$ cat src/multichannel_bit_error_counter_macros.svh
// Assertion macros shared by the bit error counter modules.
`ifndef MULTICHANNEL_BIT_ERROR_COUNTER_MACROS_SVH
`define MULTICHANNEL_BIT_ERROR_COUNTER_MACROS_SVH

`ifndef ASSERT_OFF
`define MBEC_ASSERT(lbl, prop, msg) \
  lbl: assert property (@(posedge clk) disable iff (rst) (prop)) else $error(msg);
`define MBEC_ASSERT_NEXT(lbl, ante, cons, msg) \
  lbl: assert property (@(posedge clk) disable iff (rst) (ante) |=> (cons)) else $error(msg);
`else
`define MBEC_ASSERT(lbl, prop, msg)
`define MBEC_ASSERT_NEXT(lbl, ante, cons, msg)
`endif

`endif

$ cat src/mbec_pkg.sv
// Shared types and constants of the multichannel bit error counter.
`timescale 1ns / 1ps
`default_nettype none
package mbec_pkg;

  localparam int unsigned DEF_CHANNELS = 16;

  localparam int unsigned CH_W   = 4;
  localparam int unsigned BYTE_W = 8;
  localparam int unsigned ADD_W  = 4;
  localparam int unsigned ERR_W  = 32;
  localparam int unsigned CNT_W  = 48;
  localparam int unsigned LIM_W  = 48;
  localparam int unsigned CFG_W  = 48;
  localparam int unsigned REG_W  = 1;
  localparam int unsigned ST_W   = 2;

  localparam int unsigned QDEPTH = 4;
  localparam int unsigned QPTR_W = 2;

  localparam logic [REG_W-1:0] REG_MIN_ERRORS = 1'd0;
  localparam logic [REG_W-1:0] REG_BIT_LIMIT  = 1'd1;

  localparam logic [ERR_W-1:0] MIN_ERRORS_RST = 32'd100;
  localparam logic [LIM_W-1:0] BIT_LIMIT_RST  = 48'd100000000;
  localparam logic [ERR_W-1:0] ERR_RST        = 32'd1;
  localparam logic [ERR_W-1:0] ERR_MAX        = {ERR_W{1'b1}};
  localparam logic [CNT_W-1:0] CNT_MAX        = {CNT_W{1'b1}};

  localparam logic [ST_W-1:0] ST_COUNTED = 2'd0;
  localparam logic [ST_W-1:0] ST_ENOUGH  = 2'd1;
  localparam logic [ST_W-1:0] ST_LIMIT   = 2'd2;
  localparam logic [ST_W-1:0] ST_IGNORED = 2'd3;

  typedef struct packed {
    logic [CH_W-1:0]  ch;
    logic             inrange;
    logic [ADD_W-1:0] add;
  } item_t;

endpackage
`default_nettype wire

$ cat src/mbec_front.sv
// Front end: accepts items, counts differing bits, queues them for the back end.
`timescale 1ns / 1ps
`default_nettype none
`include "multichannel_bit_error_counter_macros.svh"
module mbec_front #(
  parameter int unsigned CHANNELS = mbec_pkg::DEF_CHANNELS
) (
  input  wire logic                        clk,
  input  wire logic                        rst,
  input  wire logic                        in_valid,
  output logic                             in_ready,
  input  wire logic [mbec_pkg::CH_W-1:0]   channel,
  input  wire logic [mbec_pkg::BYTE_W-1:0] ref_byte,
  input  wire logic [mbec_pkg::BYTE_W-1:0] rx_byte,
  output logic                             q_valid,
  output mbec_pkg::item_t                  q_item,
  input  wire logic                        q_pop
);

  mbec_pkg::item_t                 qmem [mbec_pkg::QDEPTH];
  logic [mbec_pkg::QPTR_W-1:0]     wr_ptr;
  logic [mbec_pkg::QPTR_W-1:0]     rd_ptr;
  logic [mbec_pkg::QPTR_W:0]       count;
  logic [mbec_pkg::BYTE_W-1:0]     diff;
  logic [mbec_pkg::ADD_W-1:0]      ones;
  mbec_pkg::item_t                 cls;
  logic                            push;
  logic                            pop;

  assign diff = ref_byte ^ rx_byte;

  always_comb begin
    ones = '0;
    for (int i = 0; i < mbec_pkg::BYTE_W; i++) begin
      ones = ones + mbec_pkg::ADD_W'(diff[i]);
    end
  end

  always_comb begin
    cls.ch      = channel;
    cls.inrange = (32'(channel) < CHANNELS);
    cls.add     = ones;
  end

  assign in_ready = (count != (mbec_pkg::QPTR_W+1)'(mbec_pkg::QDEPTH));
  assign q_valid  = (count != '0);
  assign q_item   = qmem[rd_ptr];
  assign push     = in_valid && in_ready;
  assign pop      = q_pop && q_valid;

  always_ff @(posedge clk) begin
    if (push) begin
      qmem[wr_ptr] <= cls;
    end
  end

  always_ff @(posedge clk) begin
    if (rst) begin
      wr_ptr <= '0;
      rd_ptr <= '0;
      count  <= '0;
    end else begin
      if (push) begin
        wr_ptr <= wr_ptr + 1'b1;
      end
      if (pop) begin
        rd_ptr <= rd_ptr + 1'b1;
      end
      case ({push, pop})
        2'b10:   count <= count + 1'b1;
        2'b01:   count <= count - 1'b1;
        default: count <= count;
      endcase
    end
  end

  `MBEC_ASSERT(a_q_bound, count <= (mbec_pkg::QPTR_W+1)'(mbec_pkg::QDEPTH), "queue overfilled")
  `MBEC_ASSERT_NEXT(a_q_fill, push && !pop, count == $past(count) + 1'b1, "push lost")

endmodule
`default_nettype wire

$ cat src/mbec_back.sv
// Back end: per-channel read-modify-write of counters, stop checks, result register.
`timescale 1ns / 1ps
`default_nettype none
`include "multichannel_bit_error_counter_macros.svh"
module mbec_back #(
  parameter int unsigned CHANNELS = mbec_pkg::DEF_CHANNELS
) (
  input  wire logic                        clk,
  input  wire logic                        rst,
  input  wire logic                        cfg_we,
  input  wire logic [mbec_pkg::REG_W-1:0]  cfg_index,
  input  wire logic [mbec_pkg::CFG_W-1:0]  cfg_data,
  input  wire logic                        q_valid,
  input  wire mbec_pkg::item_t             q_item,
  output logic                             q_pop,
  output logic                             out_valid,
  input  wire logic                        out_ready,
  output logic [mbec_pkg::CH_W-1:0]        chan_out,
  output logic [mbec_pkg::ERR_W-1:0]       error_count,
  output logic [mbec_pkg::CNT_W-1:0]       byte_total,
  output logic [mbec_pkg::ST_W-1:0]        status,
  output logic                             all_done
);

  localparam int unsigned IDX_W = (CHANNELS > 1) ? $clog2(CHANNELS) : 1;
  localparam int unsigned FIN_W = $clog2(CHANNELS + 1);

  typedef enum logic [1:0] {B_IDLE, B_ADD, B_CHECK} state_t;

  state_t                          state;
  mbec_pkg::item_t                 cur;
  logic [mbec_pkg::ERR_W-1:0]      min_errors;
  logic [mbec_pkg::LIM_W-1:0]      bit_limit;
  logic [mbec_pkg::ERR_W-1:0]      err_mem  [CHANNELS];
  logic [mbec_pkg::CNT_W-1:0]      byte_mem [CHANNELS];
  logic [CHANNELS-1:0]             entry_valid;
  logic [CHANNELS-1:0]             stopped;
  logic [FIN_W-1:0]                finished;
  logic [mbec_pkg::ERR_W-1:0]      rd_err;
  logic [mbec_pkg::CNT_W-1:0]      rd_byte;
  logic                            rd_valid;
  logic                            rd_stopped;
  logic [mbec_pkg::ERR_W-1:0]      err_new;
  logic [mbec_pkg::CNT_W-1:0]      byte_new;
  logic                            was_stopped;
  logic [IDX_W+mbec_pkg::CH_W-1:0] head_wide;
  logic [IDX_W+mbec_pkg::CH_W-1:0] cur_wide;
  logic [IDX_W-1:0]                head_idx;
  logic [IDX_W-1:0]                cur_idx;
  logic [mbec_pkg::ERR_W-1:0]      err_old;
  logic [mbec_pkg::CNT_W-1:0]      byte_old;
  logic [mbec_pkg::ERR_W:0]        err_sum;
  logic                            adv;
  logic                            commit;
  logic                            hit_err;
  logic                            hit_lim;
  logic                            stop_hit;
  logic [FIN_W-1:0]                finished_next;

  assign head_wide = {IDX_W'(0), q_item.ch};
  assign cur_wide  = {IDX_W'(0), cur.ch};
  assign head_idx  = head_wide[IDX_W-1:0];
  assign cur_idx   = cur_wide[IDX_W-1:0];

  assign q_pop = (state == B_IDLE) && q_valid;

  // counters as read at pop time; untouched entries read as their reset value
  assign err_old  = rd_valid ? rd_err  : mbec_pkg::ERR_RST;
  assign byte_old = rd_valid ? rd_byte : '0;
  assign err_sum  = {1'b0, err_old} + (mbec_pkg::ERR_W+1)'(cur.add);

  assign adv      = (state == B_CHECK) && (!out_valid || out_ready);
  assign commit   = adv && cur.inrange && !was_stopped;
  assign hit_err  = (err_new >= min_errors);
  assign hit_lim  = (byte_new > (bit_limit >> 3));
  assign stop_hit = commit && (hit_err || hit_lim);
  assign finished_next = finished + FIN_W'(stop_hit);

  always_ff @(posedge clk) begin
    rd_err  <= err_mem[head_idx];
    rd_byte <= byte_mem[head_idx];
    if (commit) begin
      err_mem[cur_idx]  <= err_new;
      byte_mem[cur_idx] <= byte_new;
    end
  end

  always_ff @(posedge clk) begin
    if (rst) begin
      state       <= B_IDLE;
      out_valid   <= 1'b0;
      entry_valid <= '0;
      stopped     <= '0;
      finished    <= '0;
      min_errors  <= mbec_pkg::MIN_ERRORS_RST;
      bit_limit   <= mbec_pkg::BIT_LIMIT_RST;
      rd_valid    <= 1'b0;
      rd_stopped  <= 1'b0;
    end else begin
      rd_valid   <= entry_valid[head_idx];
      rd_stopped <= stopped[head_idx];
      if (cfg_we) begin
        case (cfg_index)
          mbec_pkg::REG_MIN_ERRORS: min_errors <= cfg_data[mbec_pkg::ERR_W-1:0];
          mbec_pkg::REG_BIT_LIMIT:  bit_limit  <= cfg_data[mbec_pkg::LIM_W-1:0];
          default: ;
        endcase
      end
      if (adv) begin
        out_valid <= 1'b1;
      end else if (out_ready) begin
        out_valid <= 1'b0;
      end
      case (state)
        B_IDLE: begin
          if (q_valid) begin
            cur   <= q_item;
            state <= B_ADD;
          end
        end
        B_ADD: begin
          was_stopped <= rd_stopped;
          if (cur.inrange && !rd_stopped) begin
            err_new  <= err_sum[mbec_pkg::ERR_W] ? mbec_pkg::ERR_MAX
                                                 : err_sum[mbec_pkg::ERR_W-1:0];
            byte_new <= (byte_old == mbec_pkg::CNT_MAX) ? byte_old : byte_old + 1'b1;
          end else begin
            err_new  <= err_old;
            byte_new <= byte_old;
          end
          state <= B_CHECK;
        end
        B_CHECK: begin
          if (adv) begin
            chan_out  <= cur.ch;
            all_done  <= (32'(finished_next) >= CHANNELS);
            finished  <= finished_next;
            if (!cur.inrange) begin
              error_count <= '0;
              byte_total  <= '0;
              status      <= mbec_pkg::ST_IGNORED;
            end else if (was_stopped) begin
              error_count <= err_new;
              byte_total  <= byte_new;
              status      <= mbec_pkg::ST_IGNORED;
            end else begin
              error_count          <= err_new;
              byte_total           <= byte_new;
              entry_valid[cur_idx] <= 1'b1;
              if (hit_err) begin
                stopped[cur_idx] <= 1'b1;
                status           <= mbec_pkg::ST_ENOUGH;
              end else if (hit_lim) begin
                stopped[cur_idx] <= 1'b1;
                status           <= mbec_pkg::ST_LIMIT;
              end else begin
                status <= mbec_pkg::ST_COUNTED;
              end
            end
            state <= B_IDLE;
          end
        end
        default: state <= B_IDLE;
      endcase
    end
  end

  `MBEC_ASSERT(a_fin_bound, 32'(finished) <= CHANNELS, "finished count beyond channel count")
  `MBEC_ASSERT_NEXT(a_fin_hold, state != B_CHECK, $stable(finished), "finished count moved outside check")
  `MBEC_ASSERT(a_counted_bytes, !(out_valid && status != mbec_pkg::ST_IGNORED && byte_total == '0), "counted result with no bytes")
  `MBEC_ASSERT(a_oor_zero, !(out_valid && 32'(chan_out) >= CHANNELS && (error_count != '0 || byte_total != '0)), "out of range channel reported counts")

endmodule
`default_nettype wire

$ cat src/multichannel_bit_error_counter.sv
// Top level of the multichannel bit error counter.
`timescale 1ns / 1ps
`default_nettype none
// Counts bit errors between reference and received bytes on up to CHANNELS channels
// and stops each channel when it reaches min_errors or its bit count passes bit_limit.
// Each item yields one result. The front end takes an item in any cycle while its
// four-entry queue has room; the back end takes one item at a time through the idle, add
// and check states of its channel counter read-modify-write, stalling while out_ready
// is low; the queue absorbs bursts of up to four items. Counters of untouched channels
// read as their reset values through per-channel valid bits, so no clearing pass follows
// reset. Register writes apply to a channel at its next counted byte.
module multichannel_bit_error_counter #(
  parameter int unsigned CHANNELS = mbec_pkg::DEF_CHANNELS
) (
  input  wire logic                        clk,
  input  wire logic                        rst,
  input  wire logic                        cfg_we,
  input  wire logic [mbec_pkg::REG_W-1:0]  cfg_index,
  input  wire logic [mbec_pkg::CFG_W-1:0]  cfg_data,
  input  wire logic                        in_valid,
  output logic                             in_ready,
  input  wire logic [mbec_pkg::CH_W-1:0]   channel,
  input  wire logic [mbec_pkg::BYTE_W-1:0] ref_byte,
  input  wire logic [mbec_pkg::BYTE_W-1:0] rx_byte,
  output logic                             out_valid,
  input  wire logic                        out_ready,
  output logic [mbec_pkg::CH_W-1:0]        chan_out,
  output logic [mbec_pkg::ERR_W-1:0]       error_count,
  output logic [mbec_pkg::CNT_W-1:0]       byte_total,
  output logic [mbec_pkg::ST_W-1:0]        status,
  output logic                             all_done
);

  logic            q_valid;
  logic            q_pop;
  mbec_pkg::item_t q_item;

  mbec_front #(.CHANNELS(CHANNELS)) u_front (
    .clk      (clk),
    .rst      (rst),
    .in_valid (in_valid),
    .in_ready (in_ready),
    .channel  (channel),
    .ref_byte (ref_byte),
    .rx_byte  (rx_byte),
    .q_valid  (q_valid),
    .q_item   (q_item),
    .q_pop    (q_pop)
  );

  mbec_back #(.CHANNELS(CHANNELS)) u_back (
    .clk         (clk),
    .rst         (rst),
    .cfg_we      (cfg_we),
    .cfg_index   (cfg_index),
    .cfg_data    (cfg_data),
    .q_valid     (q_valid),
    .q_item      (q_item),
    .q_pop       (q_pop),
    .out_valid   (out_valid),
    .out_ready   (out_ready),
    .chan_out    (chan_out),
    .error_count (error_count),
    .byte_total  (byte_total),
    .status      (status),
    .all_done    (all_done)
  );

endmodule
`default_nettype wire
$ cat config.mk
export PLATFORM = sky130hd
export DESIGN_NAME = multichannel_bit_error_counter
export DESIGN_NICKNAME = d
export VERILOG_FILES = /design/src/mbec_pkg.sv /design/src/mbec_front.sv /design/src/mbec_back.sv /design/src/multichannel_bit_error_counter.sv
export VERILOG_INCLUDE_DIRS = /design/src /design/src/src
export SDC_FILE = /design/constraint.sdc
export NUM_CORES = 2
export LEC_CHECK = 0
export ABC_AREA = 1
export BUFFER_PORTS_ARGS = -buffer_cell sky130_fd_sc_hd__buf_2
export CAP_MARGIN = 20
export CELL_PAD_IN_SITES_DETAIL_PLACEMENT = 1
export CELL_PAD_IN_SITES_GLOBAL_PLACEMENT = 1
export CORE_MARGIN = 3
export CORE_UTILIZATION = 46
export DETAILED_ROUTE_END_ITERATION = 8
export GPL_TIMING_DRIVEN = 1
export HOLD_SLACK_MARGIN = 0.1
export PLACE_DENSITY_LB_ADDON = 0.1
export SYNTH_ARGS = -nofsm -noshare
export SYNTH_HDL_FRONTEND = slang
export SYNTH_SLANG_ARGS = --single-unit
export TNS_END_PERCENT = 100
$ cat constraint.sdc
create_clock -name clk -period 22.5 [get_ports clk]
set_input_delay 2.25 -clock clk [delete_from_list [all_inputs] [get_ports clk]]
set_output_delay 2.25 -clock clk [all_outputs]
set_load 0.05 [all_outputs]
Word-level counts from Yosys, hierarchy flattened

Memory sizes are Yosys's and may differ from the RTL's. A register that Yosys moved wholly into a read port is not among the register bits.
Cells that the tools add are included.

Mux-type cells: 28
Bitwise gates (word level): 7
Magnitude comparators: 6
Add/subtract/negate cells: 14
Equal/unequal tests: 8
Reductions and logical operators: 30

Operators by type and width:

| cell                                                                  | number |
|---|---|
| 48-bit two-way mux                                                    | 3 |
| 32-bit two-way mux                                                    | 3 |
| 48-bit by 1-bit adder with 48-bit output (second input constant)      | 1 |
| 48-bit equality test (second input constant)                          | 1 |
| 48-bit by 45-bit > comparator with 1-bit output                       | 1 |
| 32-bit by 4-bit adder with 33-bit output                              | 1 |
| 32-bit greater-or-equal comparator                                    | 1 |
| 16-bit two-way mux                                                    | 2 |
| 16-bit OR                                                             | 2 |
| 4-bit by 1-bit adder with 4-bit output                                | 6 |
| 2-bit two-way mux                                                     | 6 |
| 4-bit by 5-bit < comparator with 1-bit output (second input constant) | 2 |
| 2-bit AND reduction                                                   | 5 |
| 1-bit logical AND                                                     | 9 |
| 1-bit two-way mux                                                     | 9 |
| 1-bit binary-select mux with 4-bit select                             | 2 |
| 8-bit XOR                                                             | 1 |
| 2-bit case mux with 3 select lines                                    | 1 |
| 3-bit case mux with 2 select lines                                    | 1 |
| 3-bit AND reduction                                                   | 2 |
| 2-bit nonzero test                                                    | 3 |
| 5-bit by 1-bit adder with 5-bit output                                | 1 |
| 5-bit greater-or-equal comparator (second input constant)             | 1 |
| 5-bit AND reduction                                                   | 1 |
| 18 further kinds                                                      | 28 |

Bits in registers: 306
Word-level logic and storage cells: 120
Memories: 3
RAM bits: 1,312
Bits of input ports: 74
Output and inout bits: 89

Memories:

| memory          | depth | bits a word | read ports | clocked after memory_dff | write ports | RTL line         | source |
|---|---|---|---|---|---|---|---|
| u_back.byte_mem | 16    | 48          | 1          | 1                        | 1           | mbec_back.sv:35  | `logic [mbec_pkg::CNT_W-1:0] byte_mem [CHANNELS];` |
| u_back.err_mem  | 16    | 32          | 1          | 1                        | 1           | mbec_back.sv:34  | `logic [mbec_pkg::ERR_W-1:0] err_mem [CHANNELS];` |
| u_front.qmem    | 4     | 8           | 1          | 1                        | 1           | mbec_front.sv:20 | `mbec_pkg::item_t qmem [mbec_pkg::QDEPTH];` |

Depth between registers and ports, before layout

Depth after elaboration: 8
Gate-level depth with buffers: 21

Hierarchy

A second synthesis with hierarchy kept.

Cell total of the unflattened synthesis: 5,653
Area total of the unflattened synthesis: 68,665.9 um^2

By module, submodules not included:

| module     | times used | seq. area each (um^2) | cells an instance | area an instance (um^2) |
|---|---|---|---|---|
| mbec_back  | 1          | 47,735.8              | 5,484             | 66,731.5 |
| mbec_front | 1          | 1,141.1               | 169               | 1,934.4 |

Least setup slack after synthesis

Ideal clock, no wire load.

Path kind: input -> register
From: input port out_ready
To: memory u_back.byte_mem[11][0] (netlist bit), enable pin
Stages: 6
Arrival: 8.285 ns
Path buffers: 0
Data required time: 21.879 ns
Setup slack: 13.594 ns
Path through: nor2_1 -> inv_1 -> nand2_1 -> nor2_1 -> inv_1 -> nor3_1

Longest elaborated chain between the ends: 6

RTL lines:

| what                                    | RTL line                             | source |
|---|---|---|
| start, declared                         | multichannel_bit_error_counter.sv:26 | `input wire logic out_ready,` |
| 1-bit logical OR                        | mbec_back.sv:72                      | `assign adv = (state == B_CHECK) && (!out_valid \|\| out_ready);` |
| 1-bit logical AND                       | mbec_back.sv:72                      |  |
| 1-bit logical AND (2 in series)         | mbec_back.sv:73                      | `assign commit = adv && cur.inrange && !was_stopped;` |
| 1-bit two-way mux                       | mbec_back.sv:82                      | `if (commit) begin` |
| 1-bit two-way mux (not written as such) | mbec_back.sv:84                      | `byte_mem[cur_idx] <= byte_new;` |
| end, declared                           | mbec_back.sv:35                      |  |

No other way between the ends.

==> flow_metrics.tcl <==
set metrics [dict create \
    num_vias 46280 \
    cpPeakStageDelay_ns 0.68 \
    clock_skew_ns 0.02536 \
    start_util_pct 46.42 \
    ys_types 45 \
    critPathKind "reg2reg" \
    critPathCapture "u_back.rd_byte[7]$_DFF_P_" \
    drt_iter0_markers 4314 \
    crit_chain "inv_2 -> nand2_1 -> nand3_1 -> nand2_8 -> inv_8 -> buf_12 -> buf_12 -> buf_4 -> o21ai_0 -> o221ai_1 -> o211ai_1 -> nand2_1" \
    grt_pass1_vias 47010 \
    worst_slack_ns 17.38 \
    cts_tree "yes" \
    multi_input_area_sq_mm 0.01764 \
    cp.arrival_ns 5.85 \
    cp_top_family "buffers and inverters" \
    wirelength_um 215100 \
    drv_cap 0 \
    status "finished clean" \
    grt.total_usage_pct 27.78 \
    synth_cells 5628 \
    start_kind "register" \
    ios 163 \
    layout_commonest_cell "edfxtp_1" \
    final_cell_mix "edfxtp_1, nor2_1, o21ai_0" \
    required_ns 23.23 \
    ir_worst_vdd_uv 117.1 \
    antenna_found_initial 16 \
    yosysTopAreaCellShare_pct 64.96 \
    worst-path-max-fanout 192 \
    nFillCells 15070 \
    clk_latency_ns 0.81 \
    cp.depth 12 \
    min_path_type "reg2reg" \
    rr_endpoint "u_back.rd_byte[7]$_DFF_P_" \
    yosysTopAreaCell "edfxtp_1" \
    switchingPower_mw 3.546 \
    met3RoutedLength_um 15570 \
    drt_first_pass_iters 6 \
    cellLeakagePower_nw 26.59 \
    cts_resized 0 \
    hold_viol_final 0 \
    grt_max_degree 193 \
    crit_buf_inv 5 \
    portBuffers 162 \
    finalSetupViolCount 0 \
    avgSynthCellArea_sq_um 12.22 \
    grt_overflow_total 0 \
    seqCellArea_sq_mm 0.04885 \
    numCtsBuffers 180 \
    area_growth_pct 13.14 \
    rows 141 \
    slew_viol_final 0 \
    rr_worst_depth 12 \
    fin_nets 5925 \
    syn_area_sq_mm 0.06878 \
    drc_errors 0 \
    hold_buffers 0 \
    worstSetupEndpointType "register" \
    ant_nets 0 \
    path_clk_slew_ns 0.06 \
    regToRegSetupSlack_ns 17.38 \
    die_y_um 392.7 \
    cts_sinks 1696 \
    die_w_um 392.7 \
    holdCritStartpoint "u_back.stopped[5]$_SDFFE_PP0P_" \
    wl_met1_um 96830 \
    swShare_pct 36.35 \
    period_needed_ns 5.120 \
    pwr-share-comb_pct 28.5 \
    yosys-top-cells-area "edfxtp_1, nor2_1, dfxtp_1, o21ai_0, nand2_1" \
    coreArea_sq_mm 0.1482 \
    dp_slack_ns 16.62 \
    post_cts_buffers 0 \
    drive_gt1_share_pct 12.39 \
    p_int_mw 6.209 \
    h-tree-depth 4 \
    fmax_ghz 0.1953 \
    dieArea_sq_mm 0.1542 \
    fin_crit_sh_pct 22.76 \
    vias_per_cell 5.902 \
    ys_seq_area_share_pct 71.01 \
    root_buffer "clkbuf_16" \
    top_layer_used "met5" \
    dr_wl_met2_um 97380 \
    hpwl_um 125500 \
    clockPowerShare_pct 31.0 \
    worst_pin_slew_ns 1.177 \
    gp_congestion 0.8713 \
    relSlewSlack_pct 21.55 \
    synth_nets 5800 \
    fin_tns_setup_ns 0 \
    grt_pass1_wl_um 314100 \
    ys_ff_latch 1696 \
    wl_per_cell_um 27.43 \
    clockBufferDepth 3 \
    rsz0062_at_grt "no" \
    yosysWarnings 0 \
    slowest_stage "buf_4" \
    power_density_mw_per_mm2 125.4 \
    seq_power_share_pct 40.5 \
]
synthesized netlist by cell type, drive strengths merged:
library cell and n:
o221ai 116, nor2 1127, clkinv 1, inv 261, nor4 9, xnor2 10
nand3 160, edfxtp 1488, o21ai 615, o21a 4, nor3b 2, o211ai 140
o31ai 116, nor3 38, nand2 472, or2 125, fa 6, o311ai 88
nand3b 2, xor2 41, nand4 27, clkbuf 196, o22ai 4, a21o 2
ha 92, buf 129, o21bai 4, a21oi 143, a32oi 2, dfxtp 208
cell families after synthesis:
kind of cell	count (synthesis)	synth area share, %
adders and majority gates	98	1.848
buffers and inverters	587	3.567
xor gates and xnor gates	51	0.6494
and+or+nand+nor	1962	11.84
DFF	1696	71.01
AOI/OAI and AO/OA	1234	11.08
state kept, by name, summed over array words and instances (netlist names), 45 cells and up, named ones only:
name,count
u_back.byte_mem,768
u_back.err_mem,512
u_back.byte_new,48
u_back.byte_total,48
u_back.rd_byte,48
u_back.bit_limit,45
area by class of cell:
cell class                      instances  share of cell area (%)
Inverter                              262                   1.338
Tap cell                             1930                   3.103
Clock inverter                         77                   1.056
Clock buffer                          261                   6.727
Multi-Input combinational cell       3345                   22.67
Timing Repair Buffer                  268                   2.325
Sequential cell                      1696                   62.77
Antenna cell                            2                0.006431
metrics by stage:
step	instances	utilization, %	cell area (sq um)	total power [mW]	hold WS, ns
6_report	7841	52.51	77820	9.756	0.4508
5_1_grt	7839	52.51	77820	10.24	0.4686
4_1_cts	7832	52.38	77620	9.810	0.4503
3_5_place_dp	7494	48.29	71570	6.771	0.4407
3_3_place_gp	7494	48.29	71570	6.709	0.4332
2_1_floorplan	5628	-	68780	5.676	0.4231
worst min-delay path, cell delays in order, from the launching register on:
cell and delay [ns]:
dfxtp_1 0.31, inv_1 0.05, a21oi_1 0.05
per-layer routing:
metal	GRT usage, %	up-vias
met5	0	-
met4	7.809	4
met3	5.787	266
met2	42.70	1490
met1	40.08	23940
li1	-	20580
power by group through the flow:
stage	logic (mW)	clock network (mW)	registers, mW
after floorplan	1.78	0	3.89
after global placement	2.70	0	4.01
after detailed placement	2.76	0	4.01
after CTS	2.79	3.07	3.95
after global routing	3.08	3.20	3.96
final	2.79	3.02	3.95
how the worst min path moves through the flow:
stage | to | slack (ns) | cells past startpoint
CTS | u_back.stopped[15]$_SDFFE_PP0P_ | 0.45 | 2
floorplan | u_back.finished[3]$_SDFFE_PP0P_ | 0.42 | 1
global route | u_back.stopped[13]$_SDFFE_PP0P_ | 0.47 | 2
global placement | u_back.stopped[1]$_SDFFE_PP0P_ | 0.43 | 2
detailed placement | u_back.stopped[15]$_SDFFE_PP0P_ | 0.44 | 2
finish | u_back.stopped[5]$_SDFFE_PP0P_ | 0.45 | 2
Power figures use the tool's default switching activity.
